File: src/sv/t0pb_pkg.sv
// Shared constants and helpers for the timer 0 and port B interrupt unit.
`default_nettype none

package t0pb_pkg;

    // INTCON bit positions
    localparam int unsigned GIE_BIT  = 7;
    localparam int unsigned T0IE_BIT = 5;
    localparam int unsigned INTE_BIT = 4;
    localparam int unsigned RBIE_BIT = 3;
    localparam int unsigned T0IF_BIT = 2;
    localparam int unsigned INTF_BIT = 1;
    localparam int unsigned RBIF_BIT = 0;

    // OPTION bit positions
    localparam int unsigned INTEDG_BIT = 6;
    localparam int unsigned T0CS_BIT   = 5;
    localparam int unsigned PSA_BIT    = 3;

    localparam int unsigned ACC_W      = 9;
    localparam logic [8:0]  ACC_MAX    = 9'd511;
    localparam int unsigned IRQ_VECTOR = 4;

    typedef logic [ACC_W-1:0] acc_t;

    // Prescale ratio: 1 when the prescaler is given to the watchdog, else 2 << PS.
    function automatic acc_t ratio_of(input logic [7:0] opt);
        acc_t r;
        if (opt[PSA_BIT]) begin
            r = 9'd1;
        end else begin
            r = 9'd2 << opt[2:0];
        end
        return r;
    endfunction

endpackage

`default_nettype wire

File: src/sv/timer0_and_port_b_interrupt_unit_top.sv
// Top level of the timer 0 and port B interrupt unit.
`default_nettype none

// Timer 0 and port B interrupt unit. Each input beat describes one retired
// instruction (cycles used, OPTION, INTCON, TRISB, PORTB, TMR0, PC) and gives
// exactly one result beat: updated INTCON, TMR0 and PC plus an optional stack
// push. In order the unit checks the RB7..RB4 change interrupt, restarts the
// prescale accumulator on a ratio change, advances TMR0 by at most one count
// with its overflow interrupt, and checks the RB0/INT edge selected by INTEDG.
// A taken interrupt sets its flag, clears GIE, pushes the old PC and loads PC
// with vector 4; as GIE is cleared at most one interrupt fires per beat.
// Timing: a beat lands in an input register, all work is one short combinational
// pass (one 10-bit add and saturate, one 9-bit compare and subtract, an 8-bit
// increment) into the result register. One beat per clock is sustained while
// m_ready keeps the result register draining; m_valid rises once the beat has
// passed the input register and been written into the result register. The
// result register lets a new beat enter while a finished result waits for m_ready.
// No configuration port; the history state resets to zero.
module timer0_and_port_b_interrupt_unit_top #(
    parameter int PC_WIDTH = 13
) (
    input  wire                 aclk,
    input  wire                 aresetn,

    input  wire                 s_valid,
    output logic                s_ready,
    input  wire  [1:0]          s_cycles_used,
    input  wire  [7:0]          s_option_value,
    input  wire  [7:0]          s_intcon_value,
    input  wire  [7:0]          s_trisb_value,
    input  wire  [7:0]          s_port_b_value,
    input  wire  [7:0]          s_tmr0_value,
    input  wire  [PC_WIDTH-1:0] s_pc_value,

    output logic                m_valid,
    input  wire                 m_ready,
    output logic [7:0]          m_new_intcon,
    output logic [7:0]          m_new_tmr0,
    output logic [PC_WIDTH-1:0] m_new_pc,
    output logic                m_push_valid,
    output logic [PC_WIDTH-1:0] m_push_address
);
    import t0pb_pkg::*;

    localparam logic [PC_WIDTH-1:0] VECTOR_PC = PC_WIDTH'(IRQ_VECTOR);

    // input register
    logic                in_valid_reg;
    logic [1:0]          in_cyc_reg;
    logic [7:0]          in_opt_reg;
    logic [7:0]          in_ic_reg;
    logic [7:0]          in_tris_reg;
    logic [7:0]          in_pb_reg;
    logic [7:0]          in_tmr_reg;
    logic [PC_WIDTH-1:0] in_pc_reg;

    // result register
    logic                out_valid_reg;
    logic [7:0]          out_ic_reg;
    logic [7:0]          out_tmr_reg;
    logic [PC_WIDTH-1:0] out_pc_reg;
    logic                out_push_reg;
    logic [PC_WIDTH-1:0] out_push_addr_reg;

    // history state
    acc_t                acc_reg;
    acc_t                last_ratio_reg;
    logic [3:0]          prev_rb_high_reg;
    logic                prev_rb0_reg;

    logic                advance;
    logic                s_accept;

    // combinational pass
    logic [3:0]          rb_now;
    logic                rb_irq;
    logic [7:0]          ic1, ic2, ic3;
    logic                t0cs;
    logic [ACC_W:0]      acc_sum;
    acc_t                acc_sat;
    acc_t                ratio;
    acc_t                acc_pre;
    logic                tick;
    acc_t                acc_next;
    logic [7:0]          tmr_next;
    logic                t0_irq;
    logic                rb0_now;
    logic                int_irq;
    logic                any_irq;

    // stage handshakes: the input register moves on when the result slot is free
    assign advance  = in_valid_reg && (!out_valid_reg || m_ready);
    assign s_ready  = !in_valid_reg || advance;
    assign s_accept = s_valid && s_ready;

    always_comb begin
        // RB7..RB4 change on input pins only
        rb_now = in_pb_reg[7:4];
        rb_irq = in_ic_reg[GIE_BIT] && in_ic_reg[RBIE_BIT] &&
                 (|((rb_now ^ prev_rb_high_reg) & in_tris_reg[7:4]));
        ic1 = in_ic_reg;
        if (rb_irq) begin
            ic1[GIE_BIT]  = 1'b0;
            ic1[RBIF_BIT] = 1'b1;
        end

        // prescale accumulator, saturating at its maximum
        t0cs    = in_opt_reg[T0CS_BIT];
        acc_sum = {1'b0, (t0cs ? acc_t'(0) : acc_reg)} + {{(ACC_W-1){1'b0}}, in_cyc_reg};
        acc_sat = acc_sum[ACC_W] ? ACC_MAX : acc_sum[ACC_W-1:0];
        ratio   = ratio_of(in_opt_reg);
        acc_pre = (ratio != last_ratio_reg) ? 9'd1 : acc_sat;

        // timer 0 count and overflow
        tick     = !t0cs && (acc_pre >= ratio);
        acc_next = tick ? (acc_pre - ratio) : acc_pre;
        tmr_next = tick ? (in_tmr_reg + 8'd1) : in_tmr_reg;
        t0_irq   = tick && (tmr_next == 8'd0) && ic1[GIE_BIT] && ic1[T0IE_BIT];
        ic2 = ic1;
        if (t0_irq) begin
            ic2[GIE_BIT]  = 1'b0;
            ic2[T0IF_BIT] = 1'b1;
        end

        // RB0/INT edge, polarity from INTEDG
        rb0_now = in_pb_reg[0];
        int_irq = ic2[GIE_BIT] && ic2[INTE_BIT] && (rb0_now != prev_rb0_reg) &&
                  (rb0_now == in_opt_reg[INTEDG_BIT]);
        ic3 = ic2;
        if (int_irq) begin
            ic3[GIE_BIT]  = 1'b0;
            ic3[INTF_BIT] = 1'b1;
        end

        // GIE clears on the first one, so the return address is always the input PC
        any_irq = rb_irq || t0_irq || int_irq;
    end

    // control state
    always_ff @(posedge aclk) begin
        if (!aresetn) begin
            in_valid_reg     <= 1'b0;
            out_valid_reg    <= 1'b0;
            acc_reg          <= '0;
            last_ratio_reg   <= '0;
            prev_rb_high_reg <= '0;
            prev_rb0_reg     <= 1'b0;
        end else begin
            if (s_ready) begin
                in_valid_reg <= s_valid;
            end
            if (advance) begin
                out_valid_reg    <= 1'b1;
                acc_reg          <= acc_next;
                last_ratio_reg   <= ratio;
                prev_rb_high_reg <= rb_now;
                prev_rb0_reg     <= rb0_now;
            end else if (m_ready) begin
                out_valid_reg <= 1'b0;
            end
        end
    end

    // payload registers
    always_ff @(posedge aclk) begin
        if (s_accept) begin
            in_cyc_reg  <= s_cycles_used;
            in_opt_reg  <= s_option_value;
            in_ic_reg   <= s_intcon_value;
            in_tris_reg <= s_trisb_value;
            in_pb_reg   <= s_port_b_value;
            in_tmr_reg  <= s_tmr0_value;
            in_pc_reg   <= s_pc_value;
        end
        if (advance) begin
            out_ic_reg        <= ic3;
            out_tmr_reg       <= tmr_next;
            out_pc_reg        <= any_irq ? VECTOR_PC : in_pc_reg;
            out_push_reg      <= any_irq;
            out_push_addr_reg <= any_irq ? in_pc_reg : '0;
        end
    end

    assign m_valid        = out_valid_reg;
    assign m_new_intcon   = out_ic_reg;
    assign m_new_tmr0     = out_tmr_reg;
    assign m_new_pc       = out_pc_reg;
    assign m_push_valid   = out_push_reg;
    assign m_push_address = out_push_addr_reg;

endmodule

`default_nettype wire

File: config.mk
export PLATFORM = sky130hd
export DESIGN_NAME = timer0_and_port_b_interrupt_unit_top
export DESIGN_NICKNAME = d
export VERILOG_FILES = /design/src/sv/t0pb_pkg.sv /design/src/sv/timer0_and_port_b_interrupt_unit_top.sv
export SDC_FILE = /design/constraint.sdc
export NUM_CORES = 1
export LEC_CHECK = 0
export BUFFER_PORTS_ARGS = -buffer_cell sky130_fd_sc_hd__buf_4
export CORE_ASPECT_RATIO = 1.25
export CORE_MARGIN = 1.5
export CORE_UTILIZATION = 33
export CTS_CLUSTER_SIZE = 24
export DETAILED_ROUTE_END_ITERATION = 8
export HOLD_SLACK_MARGIN = 0.06
export PLACE_DENSITY = 0.51
export SLEW_MARGIN = 20
export SYNTH_ARGS = -nofsm -noshare
export SYNTH_HDL_FRONTEND = slang
export SYNTH_SLANG_ARGS = --single-unit
File: constraint.sdc
create_clock -name aclk -period 4.59 [get_ports aclk]
set_input_delay 0.6885 -clock aclk [delete_from_list [all_inputs] [get_ports aclk]]
set_output_delay 0.6885 -clock aclk [all_outputs]
set_load 0.02 [all_outputs]
## Yosys cells after proc, flatten, opt, wreduce, memory -nomap -nowiden

Index checks and enable logic that the tools add are counted.

- Flip-flop bits (word level): 122
- Input bits: 59

- $add $sub $neg: 3
- $lt $le $gt $ge: 1
- Equal/unequal tests: 3
- Shifts and indexed selects: 1
- Mux-type cells: 10
- Bitwise logic cells: 2
- Reduce and logical (&&, ||, !) cells: 21

Operator list:

| cell | count |
|---|---|
| $mux 9 | 5 |
| $logic_and 1x1->1 | 11 |
| $add 9x2->10 | 1 |
| $ge 9x9->1 | 1 |
| $ne 9x9->1 | 1 |
| $shl 2x3->9 const A | 1 |
| $sub 9x9->9 | 1 |
| $add 8x1->8 const B | 1 |
| $logic_not 8->1 | 1 |
| $mux 8 | 1 |
| $and 4x4->4 | 1 |
| $logic_or 1x1->1 | 4 |
| $mux 1 | 4 |
| $reduce_or 4->1 | 1 |
| $xor 4x4->4 | 1 |
| $logic_not 1->1 | 3 |
| $reduce_bool 2->1 | 1 |
| $eq 1x1->1 | 1 |
| $ne 1x1->1 | 1 |

## Depth between registers and ports, before layout

Gate-level depths: netlist of the first run.

- Depth in word-level cells: 16
- Gate-level depth with buffers: 18
- Depth with buffers taken out: 16

## Worst setup path after synthesis of the first run

Ideal clock, no wire load.

- Path type: flip-flop to flip-flop
- Start point: register in_opt_reg[5]
- End point: register out_push_reg, in the netlist m_push_valid (data pin)
- Library setup time: 0.259 ns
- Arrival: 3.876 ns
- Required time: 4.331 ns
- Slack: 0.455 ns
- Cell stages (with the launch flop): 19
- Cells stage by stage: edfxtp_1 -> clkbuf_1 -> nand2b_1 -> inv_1 -> ha_1 -> a21oi_1 -> or2_2 -> or3_1 -> o21a_1 -> nor2_1 -> ha_1 -> a211oi_1 -> nor2_1 -> nor2_1 -> a21oi_1 -> and4_1 -> a21oi_2 -> clkbuf_1 -> inv_1

- Word-level cells in the longest chain between the ends: 16
- Elaborated cells on any way between the ends: 18
- Classes of those cells: add/sub (1); order compare (1); mux (5); reduce/logical (11)

Ends and longest elaborated chain:

| what | RTL line | RTL |
|---|---|---|
| from (decl) | timer0_and_port_b_interrupt_unit_top.sv:50 | `logic [7:0] in_opt_reg;` |
| from (signal assigned) | timer0_and_port_b_interrupt_unit_top.sv:168 | `in_opt_reg <= s_option_value;` |
| $mux 9 | timer0_and_port_b_interrupt_unit_top.sv:109 | `acc_sum = {1'b0, (t0cs ? acc_t'(0) : acc_reg)} + {{(ACC_W-1){1'b0}}, in_cyc_reg};` |
| $add 9x2->10 | timer0_and_port_b_interrupt_unit_top.sv:109 |  |
| $mux 9 | timer0_and_port_b_interrupt_unit_top.sv:110 | `acc_sat = acc_sum[ACC_W] ? ACC_MAX : acc_sum[ACC_W-1:0];` |
| $mux 9 | timer0_and_port_b_interrupt_unit_top.sv:112 | `acc_pre = (ratio != last_ratio_reg) ? 9'd1 : acc_sat;` |
| $ge 9x9->1 | timer0_and_port_b_interrupt_unit_top.sv:115 | `tick = !t0cs && (acc_pre >= ratio);` |
| $logic_and 1x1->1 * | timer0_and_port_b_interrupt_unit_top.sv:115 |  |
| $mux 8 | timer0_and_port_b_interrupt_unit_top.sv:117 | `tmr_next = tick ? (in_tmr_reg + 8'd1) : in_tmr_reg;` |
| $logic_not 8->1 | timer0_and_port_b_interrupt_unit_top.sv:118 | `t0_irq = tick && (tmr_next == 8'd0) && ic1[GIE_BIT] && ic1[T0IE_BIT];` |
| $logic_and 1x1->1 * (3 in series) | timer0_and_port_b_interrupt_unit_top.sv:118 |  |
| $mux 1 | timer0_and_port_b_interrupt_unit_top.sv:120 | `if (t0_irq) begin` |
| $logic_and 1x1->1 (3 in series) | timer0_and_port_b_interrupt_unit_top.sv:127 | `int_irq = ic2[GIE_BIT] && ic2[INTE_BIT] && (rb0_now != prev_rb0_reg) &&` |
| $logic_or 1x1->1 * | timer0_and_port_b_interrupt_unit_top.sv:136 | `any_irq = rb_irq \|\| t0_irq \|\| int_irq;` |
| net any_irq | timer0_and_port_b_interrupt_unit_top.sv:89 | `logic any_irq;` |
| to (signal assigned) | timer0_and_port_b_interrupt_unit_top.sv:179 | `out_push_reg <= any_irq;` |
| to (decl) | timer0_and_port_b_interrupt_unit_top.sv:62 | `logic out_push_reg;` |

The timed path passes the listed nets; every way through them passes the cells marked *.
A chain may end at the register's enable or synchronous reset.

## Worst setup path in the final report of the first run

- Start point: register in_opt_reg[5]
- End point: register out_pc_reg[5], in the netlist m_new_pc[5] (data pin)

- Word-level cells in the longest chain between the ends: 16
- Elaborated cells on any way between the ends: 18
- Classes of those cells: add/sub (1); order compare (1); mux (5); reduce/logical (11)

Ends and longest elaborated chain:

| what | RTL line | RTL |
|---|---|---|
| $mux 9 | timer0_and_port_b_interrupt_unit_top.sv:109 |  |
| $add 9x2->10 | timer0_and_port_b_interrupt_unit_top.sv:109 |  |
| $mux 9 | timer0_and_port_b_interrupt_unit_top.sv:110 |  |
| $mux 9 | timer0_and_port_b_interrupt_unit_top.sv:112 |  |
| $ge 9x9->1 | timer0_and_port_b_interrupt_unit_top.sv:115 |  |
| $logic_and 1x1->1 * | timer0_and_port_b_interrupt_unit_top.sv:115 |  |
| $mux 8 | timer0_and_port_b_interrupt_unit_top.sv:117 |  |
| $logic_not 8->1 | timer0_and_port_b_interrupt_unit_top.sv:118 |  |
| $logic_and 1x1->1 * (3 in series) | timer0_and_port_b_interrupt_unit_top.sv:118 |  |
| $mux 1 | timer0_and_port_b_interrupt_unit_top.sv:120 |  |
| $logic_and 1x1->1 (3 in series) | timer0_and_port_b_interrupt_unit_top.sv:127 |  |
| $logic_or 1x1->1 * | timer0_and_port_b_interrupt_unit_top.sv:136 |  |
| to (signal assigned) | timer0_and_port_b_interrupt_unit_top.sv:178 | `out_pc_reg <= any_irq ? VECTOR_PC : in_pc_reg;` |
| to (decl) | timer0_and_port_b_interrupt_unit_top.sv:61 | `logic [PC_WIDTH-1:0] out_pc_reg;` |

Mark *: on every way between the ends. The rest lies on a longest branch, timed or not.

==> impl_metrics.py, run 1 <==
metrics = {
    "place": {
        "portBuffers": 94,
        "place_congestion": 0.777,
        "dpl.hpwl_um": 7800,
    },
    "run_status": {
        "status": "finished clean",
    },
    "synthesis": {
        "synthCells": 434,
        "synth_edf_count": 89,
        "ys_async_sr_fraction_pct": 0,
        "synth.top_cells.by_area": "edfxtp_1, dfxtp_1, nand2_1",
        "synth_area_um2": 5180,
        "synth_seq_cells": 114,
        "synth_commonest_cells": "edfxtp_1, nand2_1, dfxtp_1",
        "yosys_warnings": 0,
        "postSynthAreaPerCell_um2": 11.9,
        "synth_top_area_share_pct": 51.6,
        "synth_fp_nets": 507,
        "yosysUniqueCellTypes": 56,
        "synth.most_common_cell": "edfxtp_1",
        "synth_top_cell_by_area": "edfxtp_1",
        "ys.flop_type": "edfxtp_1",
        "yosysSeqAreaShare_pct": 61.2,
    },
    "clocking": {
        "cts_tree": "yes",
        "cts_hold_buf": 0,
        "cts_buffer_depth": 2,
        "h-tree-depth": 4,
        "post_cts_resized": 0,
        "worst_skew_pair.late_latency_ps": 400,
        "cts_made_buffers": 17,
        "cts.sink_count": 114,
        "clockRootBuffer": "clkbuf_16",
        "post-cts-setup-buffer-count": 0,
        "clk_pin_slew_ps": 60,
    },
    "cells_and_area": {
        "fillers": 1497,
        "area_delta_synth_final_pct": 30.6,
        "drive_gt1_share_pct": 27.3,
        "utilization_pct": 43.8,
        "num_antenna_cells": 0,
        "layout.nets": 613,
        "ff_latch_area_um2": 3170,
        "multiInputGateArea_um2": 1920,
    },
    "die": {
        "die_area_um2": 16500,
        "core_um2": 15400,
        "rows": 51,
        "die_w_um": 115,
        "ios": 104,
        "start_util_pct": 33.6,
        "die_h_um": 143,
    },
    "setup_path": {
        "criticalPathCategory": "reg2reg",
        "crit_arrival_ps": 4350,
        "critPathCaptureType": "flop",
        "cp_slowest_cell": "or3_1",
        "critPathRequiredTime_ps": 4740,
        "cpPeakStageDelay_ps": 420,
        "crit_top_cell": "a21oi_1",
        "cp_num_buf_inv": 2,
        "critPathLaunchType": "flop",
        "crit_family": "compound AO/OA/AOI/OAI gates",
        "crit_path_max_fanout": 27,
        "cp.depth": 16,
        "reg2reg_depth": 16,
        "cp_cell_sequence": "nand2b_1, inv_1, ha_1, a21oi_1, or2_2, or3_1, a21oi_1, ha_1, o21ai_0, a211oi_1, o21ai_1, a21oi_1, and4_1, a21oi_2, buf_12, and2_1",
    },
    "sta": {
        "rsz0062_at_grt": "false",
        "worst_pin_slew_ps": 903,
        "slew_headroom_pct": 39.7,
        "setup_tns_ps": 0,
        "final.min_clock_period_ps": 4200,
        "max_freq_ghz": 0.238,
        "drv_slew": 0,
        "final-setup-viol-count": 0,
        "fin_skew_ps": 9.73,
        "finalHoldViolations": 0,
        "fin_crit_sh_pct": 91.6,
    },
    "global_routing": {
        "antenna_found_initial": 0,
        "grt_pass1_wl_um": 17100,
        "grt_use_total_pct": 13.6,
        "grt_pass1_vias": 3590,
        "grt_max_degree": 46,
        "grt_overflow": 0,
    },
    "route": {
        "dr.pass1.iters": 4,
        "drt-initial-drc-count": 207,
        "wl_um": 11000,
        "dr_total_vias": 3611,
        "wire_per_inst_um": 14.3,
        "antenna_left": 0,
        "via_per_inst": 4.72,
        "drc": 0,
    },
    "run": {
        "maxCapViolCount": 0,
    },
    "worst_hold_path": {
        "hold_class": "reg2reg",
        "hold_depth": 0,
    },
    "pwr": {
        "p_leak_nw": 2.54,
        "powerDensity_nw_per_um2": 416,
        "ir_drop_v": 0.000158,
    },
}
==> kinds of logic after synthesis <==
group | count (synthesis) | share of synthesized area [%]
mux | 5 | 1.01
fa+ha+maj | 14 | 3.67
xor+xnor | 22 | 3.72
flops | 114 | 61.2
simple gates | 171 | 18.0
buf+inv | 24 | 1.91
compound gates | 84 | 10.4
==> metal layers <==
| metal | share of wire, % | GRT usage, % | wire length, um | vias up |
|---|---|---|---|---|
| met4 | 1.1 | 4.94 | 125 | 0 |
| met1 | 42 | 15.5 | 4610 | 1720 |
| li1 | - | - | - | 1795 |
| met5 | 0 | 0 | 0 | - |
| met2 | 52 | 24.3 | 5740 | 85 |
| met3 | 4.3 | 3.82 | 476 | 11 |
==> where the power goes <==
| part | switching, mW | leakage [nW] | internal [mW] |
|---|---|---|---|
| sequential | 0.0324 | 1.06 | 1.18 |
| clock | 0.496 | 0.288 | 0.813 |
| combinational | 0.162 | 1.20 | 0.132 |
| total | 0.690 | 2.54 | 2.12 |
==> layout make-up <==
class | count | area share (%)
Clock buffer | 17 | 6.29
Clock inverter | 15 | 2.59
Inverter | 10 | 0.555
Multi-Input combinational cell | 296 | 28.4
Sequential cell | 114 | 46.9
Tap cell | 212 | 3.92
Timing Repair Buffer | 101 | 11.4
==> stage by stage <==
step                worst slack, ps  instances  total power, mW  hold WS, ps  cell area, um^2
global placement                363        733             1.52          401             6160
global route                    108        765             2.93          432             6770
detailed placement              193        733             1.53          410             6160
floorplan                       455        434             1.41          400             5180
CTS                             166        765             2.85          422             6760
finish                          386        765             2.81          423             6770
==> worst reg2reg max path: cells and delay by family, from the launching register on <==
| kind | cells | cell delay (ps) |
|---|---|---|
| flops | 1 | 380 |
| fa+ha+maj | 2 | 530 |
| simple gates | 5 | 1370 |
| compound gates | 7 | 1440 |
| buf+inv | 2 | 220 |
==> cells in the final DEF, fill, tap and decap left out, drive strengths merged, types with 4 or more instances in the layout <==
cell      n
nand3    13
a21oi    17
ha       12
a31oi     6
or3       5
nor2b    21
o21ai    23
dfxtp    25
nor2     17
nand2    49
and2     16
edfxtp   89
a21boi   16
xnor2    13
or2       5
buf     101
nor3      7
clkinv    6
nor3b     4
xor2      9
inv      15
nand2b   13
clkbuf   17
==> path summary, 6_finish.rpt <==
path                            slack [ps]               to           from
worst min register to register         420  m_new_intcon[6]   in_ic_reg[6]
worst min-delay path                   420  m_new_intcon[6]   in_ic_reg[6]
worst max-delay path                   390      m_new_pc[5]  in_opt_reg[5]
worst max register to register         390      m_new_pc[5]  in_opt_reg[5]
(Power assumes the default switching activity.)
==> inputs of run 2 (changes only) <==
- CELL_PAD_IN_SITES_DETAIL_PLACEMENT: unset -> 1
- CELL_PAD_IN_SITES_GLOBAL_PLACEMENT: unset -> 1
- PLACE_DENSITY: 0.51 -> 0.6
==> impl_metrics.py, run 2 (same netlist as run 1, synthesis figures left out) <==
metrics = {
    "run_status": {
        "status": "finished clean",
    },
    "setup_path": {
        "r2r_setup_slack_ps": 430,
        "crit_path_max_fanout": 27,
        "critPathRequiredTime_ps": 4750,
        "critPathLaunchType": "flop",
        "crit_arrival_ps": 4320,
        "reg2reg_depth": 16,
        "cp-startpoint": "in_opt_reg[5]",
        "critPathCaptureType": "flop",
        "r2r_end": "m_new_pc[12]",
        "r2r_start": "in_opt_reg[5]",
        "criticalPathCategory": "reg2reg",
        "endpoint": "m_new_pc[12]",
    },
    "cells_and_area": {
        "area_delta_synth_final_pct": 29.8,
        "mostFrequentLayoutCell": "buf_4",
        "layout.nets": 614,
        "layout_common_cells": "buf_4, edfxtp_1, nand2_1",
        "utilization_pct": 43.6,
        "fillers": 1688,
        "drive_gt1_share_pct": 26.6,
        "num_antenna_cells": 0,
        "fin_cells": 765,
    },
    "sta": {
        "max_freq_ghz": 0.240,
        "fin_crit_sh_pct": 90.7,
        "slew_headroom_pct": 37.2,
        "drv_slew": 0,
        "worst_slack_ps": 428,
        "rsz0062_at_grt": "false",
        "worst_pin_slew_ps": 942,
        "setup_tns_ps": 0,
        "fin_skew_ps": 7.70,
        "final-setup-viol-count": 0,
        "finalHoldViolations": 0,
        "final.min_clock_period_ps": 4160,
    },
    "route": {
        "wire_per_inst_um": 15.4,
        "antenna_left": 0,
        "via_per_inst": 4.77,
        "dr_total_vias": 3651,
        "drc": 0,
        "drt-initial-drc-count": 145,
        "wl_um": 11800,
        "dr.pass1.iters": 4,
    },
    "pwr": {
        "ir_drop_v": 0.000248,
        "powerDensity_nw_per_um2": 409,
        "p_leak_nw": 2.53,
    },
    "die": {
        "die_area_um2": 16500,
        "start_util_pct": 33.6,
        "ios": 104,
        "rows": 51,
        "die_h_um": 143,
        "core_um2": 15400,
        "die_w_um": 115,
    },
    "place": {
        "portBuffers": 94,
        "place_ws_ps": 247,
        "dpl.cell_count": 734,
        "dpl.hpwl_um": 8410,
        "place_congestion": 0.782,
    },
    "worst_hold_path": {
        "hold_class": "reg2reg",
    },
    "clocking": {
        "clk_pin_slew_ps": 50,
        "h-tree-depth": 4,
        "cts_hold_buf": 0,
        "cts_buffer_depth": 2,
        "cts_tree": "yes",
        "cts.sink_count": 114,
        "clockRootBuffer": "clkbuf_16",
        "worst_skew_pair.late_latency_ps": 410,
        "cts_made_buffers": 17,
        "post-cts-setup-buffer-count": 0,
    },
    "global_routing": {
        "antenna_found_initial": 1,
        "grt_overflow": 0,
        "grt_use_total_pct": 15.3,
        "grt_pass1_vias": 3926,
        "grt_pass1_wl_um": 19000,
        "grt_max_degree": 46,
    },
    "run": {
        "maxCapViolCount": 0,
    },
}
run 2: layer usage:
| metal | global-route usage [%] | up-vias | wire length, um |
|---|---|---|---|
| met5 | 0 | - | 13 |
| met4 | 6.82 | 2 | 202 |
| met3 | 3.99 | 14 | 501 |
| met2 | 26.7 | 74 | 6130 |
| met1 | 17.4 | 1773 | 4900 |
| li1 | - | 1788 | - |
run 2: critical path, cell delays in order, from the launching register on:
cell and delay [ps]:
edfxtp_1 360, nand2b_1 170, inv_1 60, ha_1 280, a21oi_1 100, or2_2 350
or3_1 420, a21oi_1 230, ha_1 330, o21ai_0 240, a211oi_1 130, o21ai_1 330
a21oi_1 140, xnor2_1 310, a21oi_2 120, buf_12 180, and2_1 160
run 2: metrics by stage:
stage                     power, mW  hold slack, ps  cell area (um^2)
after floorplan                1.41             400              5180
after global placement         1.52             405              6170
after detailed placement       1.53             415              6170
after CTS                      2.79             428              6720
after global routing           2.87             432              6730
final                          2.75             430              6730
run 2: power breakdown:
part	internal [mW]	total, mW	switching (mW)
clock network	0.789	1.24	0.455
registers	1.18	1.21	0.0318
logic	0.133	0.298	0.164
total	2.10	2.75	0.651
run 2: how the worst min path moves through the flow:
| stage | startpoint | end | slack [ps] | depth (start not counted) |
|---|---|---|---|---|
| 2_1_floorplan | in_ic_reg[6] | m_new_intcon[6] | 400 | 0 |
| 3_5_place_dp | in_ic_reg[6] | m_new_intcon[6] | 410 | 0 |
| 3_3_place_gp | in_ic_reg[6] | m_new_intcon[6] | 400 | 0 |
| 4_1_cts | in_ic_reg[6] | m_new_intcon[6] | 430 | 0 |
| 5_1_grt | s_port_b_value[6] | in_pb_reg[6] | 430 | 1 |
| 6_report | in_ic_reg[6] | m_new_intcon[6] | 430 | 0 |
run 2: cell type report:
type	count	area, um^2	area share, %
multi-input combinational	296	1920	28.6
tap	212	265	3.94
timing repair buffer	102	778	11.6
sequential	114	3170	47.2
clock inverter	11	114	1.69
clock buffer	20	437	6.49
inverter	10	37.5	0.558
run 2: repair_timing:
| action | 4_1_cts | 5_1_grt |
|---|---|---|
| endpoints found under the setup margin | 0 | 30 |
| resized for setup | 0 | 2 |
| hold endpoints to repair | 0 | 0 |
==> inputs of run 3 (changes only) <==
- CORE_UTILIZATION: 33 -> 39
- PLACE_DENSITY: 0.6 -> 0.72
- clock period: 4.59 -> 3.6 ns (I/O delays scaled with it)
==> impl_metrics.py, run 3 (same netlist as run 1, synthesis figures left out) <==
metrics = {
    "sta": {
        "fin_skew_ps": 6.74,
        "setup_tns_ps": -1570,
        "final.min_clock_period_ps": 3670,
        "fin_crit_sh_pct": 102,
        "fin_hold_ws_ps": 292,
        "drv_slew": 0,
        "finalHoldViolations": 0,
        "slew_headroom_pct": 64.6,
        "max_freq_ghz": 0.272,
        "final-setup-viol-count": 28,
        "rsz0062_at_grt": "true",
        "worst_pin_slew_ps": 527,
        "worst_slack_ps": -71.3,
    },
    "clocking": {
        "clockRootBuffer": "clkbuf_16",
        "cts_hold_buf": 0,
        "cts_made_buffers": 17,
        "worst_skew_pair.late_latency_ps": 420,
        "clk_pin_slew_ps": 50,
        "h-tree-depth": 4,
        "cts_tree": "yes",
        "cts.sink_count": 114,
        "cts_buffer_depth": 2,
    },
    "global_routing": {
        "grt_use_total_pct": 20.7,
        "grt_overflow": 0,
        "grt_max_degree": 58,
        "antenna_found_initial": 0,
        "grt_pass1_vias": 4453,
        "grt_pass1_wl_um": 22000,
    },
    "die": {
        "die_h_um": 132,
        "ios": 104,
        "die_w_um": 106,
        "rows": 46,
        "die_area_um2": 14000,
        "start_util_pct": 40.4,
        "core_um2": 12800,
    },
    "place": {
        "dpl.hpwl_um": 9210,
        "portBuffers": 94,
        "dpl.cell_count": 741,
        "place_congestion": 0.824,
    },
    "cells_and_area": {
        "area_delta_synth_final_pct": 44.9,
        "layout_common_cells": "buf_4, edfxtp_1, nand2_1",
        "drive_gt1_share_pct": 40.6,
        "fin_cells": 788,
        "utilization_pct": 58.5,
        "layout.nets": 680,
        "mostFrequentLayoutCell": "buf_4",
        "num_antenna_cells": 0,
    },
    "setup_path": {
        "critPathRequiredTime_ps": 3770,
        "crit_path_max_fanout": 27,
        "criticalPathCategory": "reg2reg",
        "critPathCaptureType": "flop",
        "critPathLaunchType": "flop",
        "crit_arrival_ps": 3840,
    },
    "route": {
        "antenna_left": 0,
        "dr.pass1.iters": 4,
        "wl_um": 13900,
        "drt-initial-drc-count": 220,
        "drc": 0,
        "dr_total_vias": 4029,
        "wire_per_inst_um": 17.6,
        "via_per_inst": 5.11,
    },
    "pwr": {
        "ir_drop_v": 0.000342,
        "fin_total_pwr_mw": 3.71,
        "powerDensity_nw_per_um2": 494,
        "p_leak_nw": 2.92,
    },
    "run": {
        "maxCapViolCount": 0,
    },
    "run_status": {
        "violations": "negative setup slack",
        "status": "finished with violations",
    },
    "worst_hold_path": {
        "hold_class": "in2reg",
    },
}
[run 3: cell types whose count changed in the layout (fill, tap and decap cells not counted), moves of 4 or more]
cell     previous run  this run
o21ai_0            22        18
a21oi_1            16         9
ha_4                0         7
buf_4             101       163
ha_1               12         4
a21oi_2             1         5
[run 3: path summary, 6_finish.rpt]
kind	start	to	slack, ps	depth (start not counted)
min reg2reg	in_ic_reg[6]	m_new_intcon[6]	420	0
max	in_opt_reg[3]	m_new_pc[5]	-70	18
min	s_cycles_used[0]	in_cyc_reg[0]	290	1
max reg2reg	in_opt_reg[3]	m_new_pc[5]	-70	18
[run 3: metrics by stage]
stage / worst slack [ps] / area (um^2)
2_1_floorplan: -100 / 5280
3_3_place_gp: -111 / 6570
3_5_place_dp: -225 / 6590
4_1_cts: -57.8 / 7350
5_1_grt: -252 / 7510
6_report: -71.3 / 7510
[run 3: final cells by class]
| cell class | instances | area [um^2] |
|---|---|---|
| tap | 168 | 210 |
| multi-input combinational | 296 | 2200 |
| fill | 1347 | 5330 |
| inverter | 10 | 37.5 |
| timing repair buffer | 168 | 1310 |
| sequential | 114 | 3170 |
| clock inverter | 12 | 140 |
| clock buffer | 20 | 437 |
[run 3: worst max-delay path: stages, from the launching register on]
cell      delay, ps
edfxtp_1        480
nor3b_2         290
buf_4           170
o21ai_1          70
a32oi_2         230
nand4_4         230
buf_6           190
nor3_4          220
ha_4            180
o21ai_2          60
a211oi_2        230
buf_4           170
o21ai_4          70
a21oi_2         180
xnor2_2         120
buf_4           160
a21oi_4          70
buf_12          150
and2_1          140
[run 3: per-layer routing]
layer	vias up	GRT usage (%)	part of all wire, %
li1	1925	-	-
met1	1966	21.5	38
met2	108	37.9	55
met3	30	4.60	4.0
met4	0	11.2	2.9
met5	-	0	0
[run 3: power breakdown]
part | internal [mW] | switching (mW)
Sequential | 1.50 | 0.0405
Combinational | 0.247 | 0.266
Clock | 1.07 | 0.579
Total | 2.83 | 0.886
[run 3: repair_timing]
item / in CTS / in global routing
gates resized for setup: 25 / 19
pin swaps: 8 / 5
buffers inserted: 10 / 5
setup endpoints to repair: 45 / 46
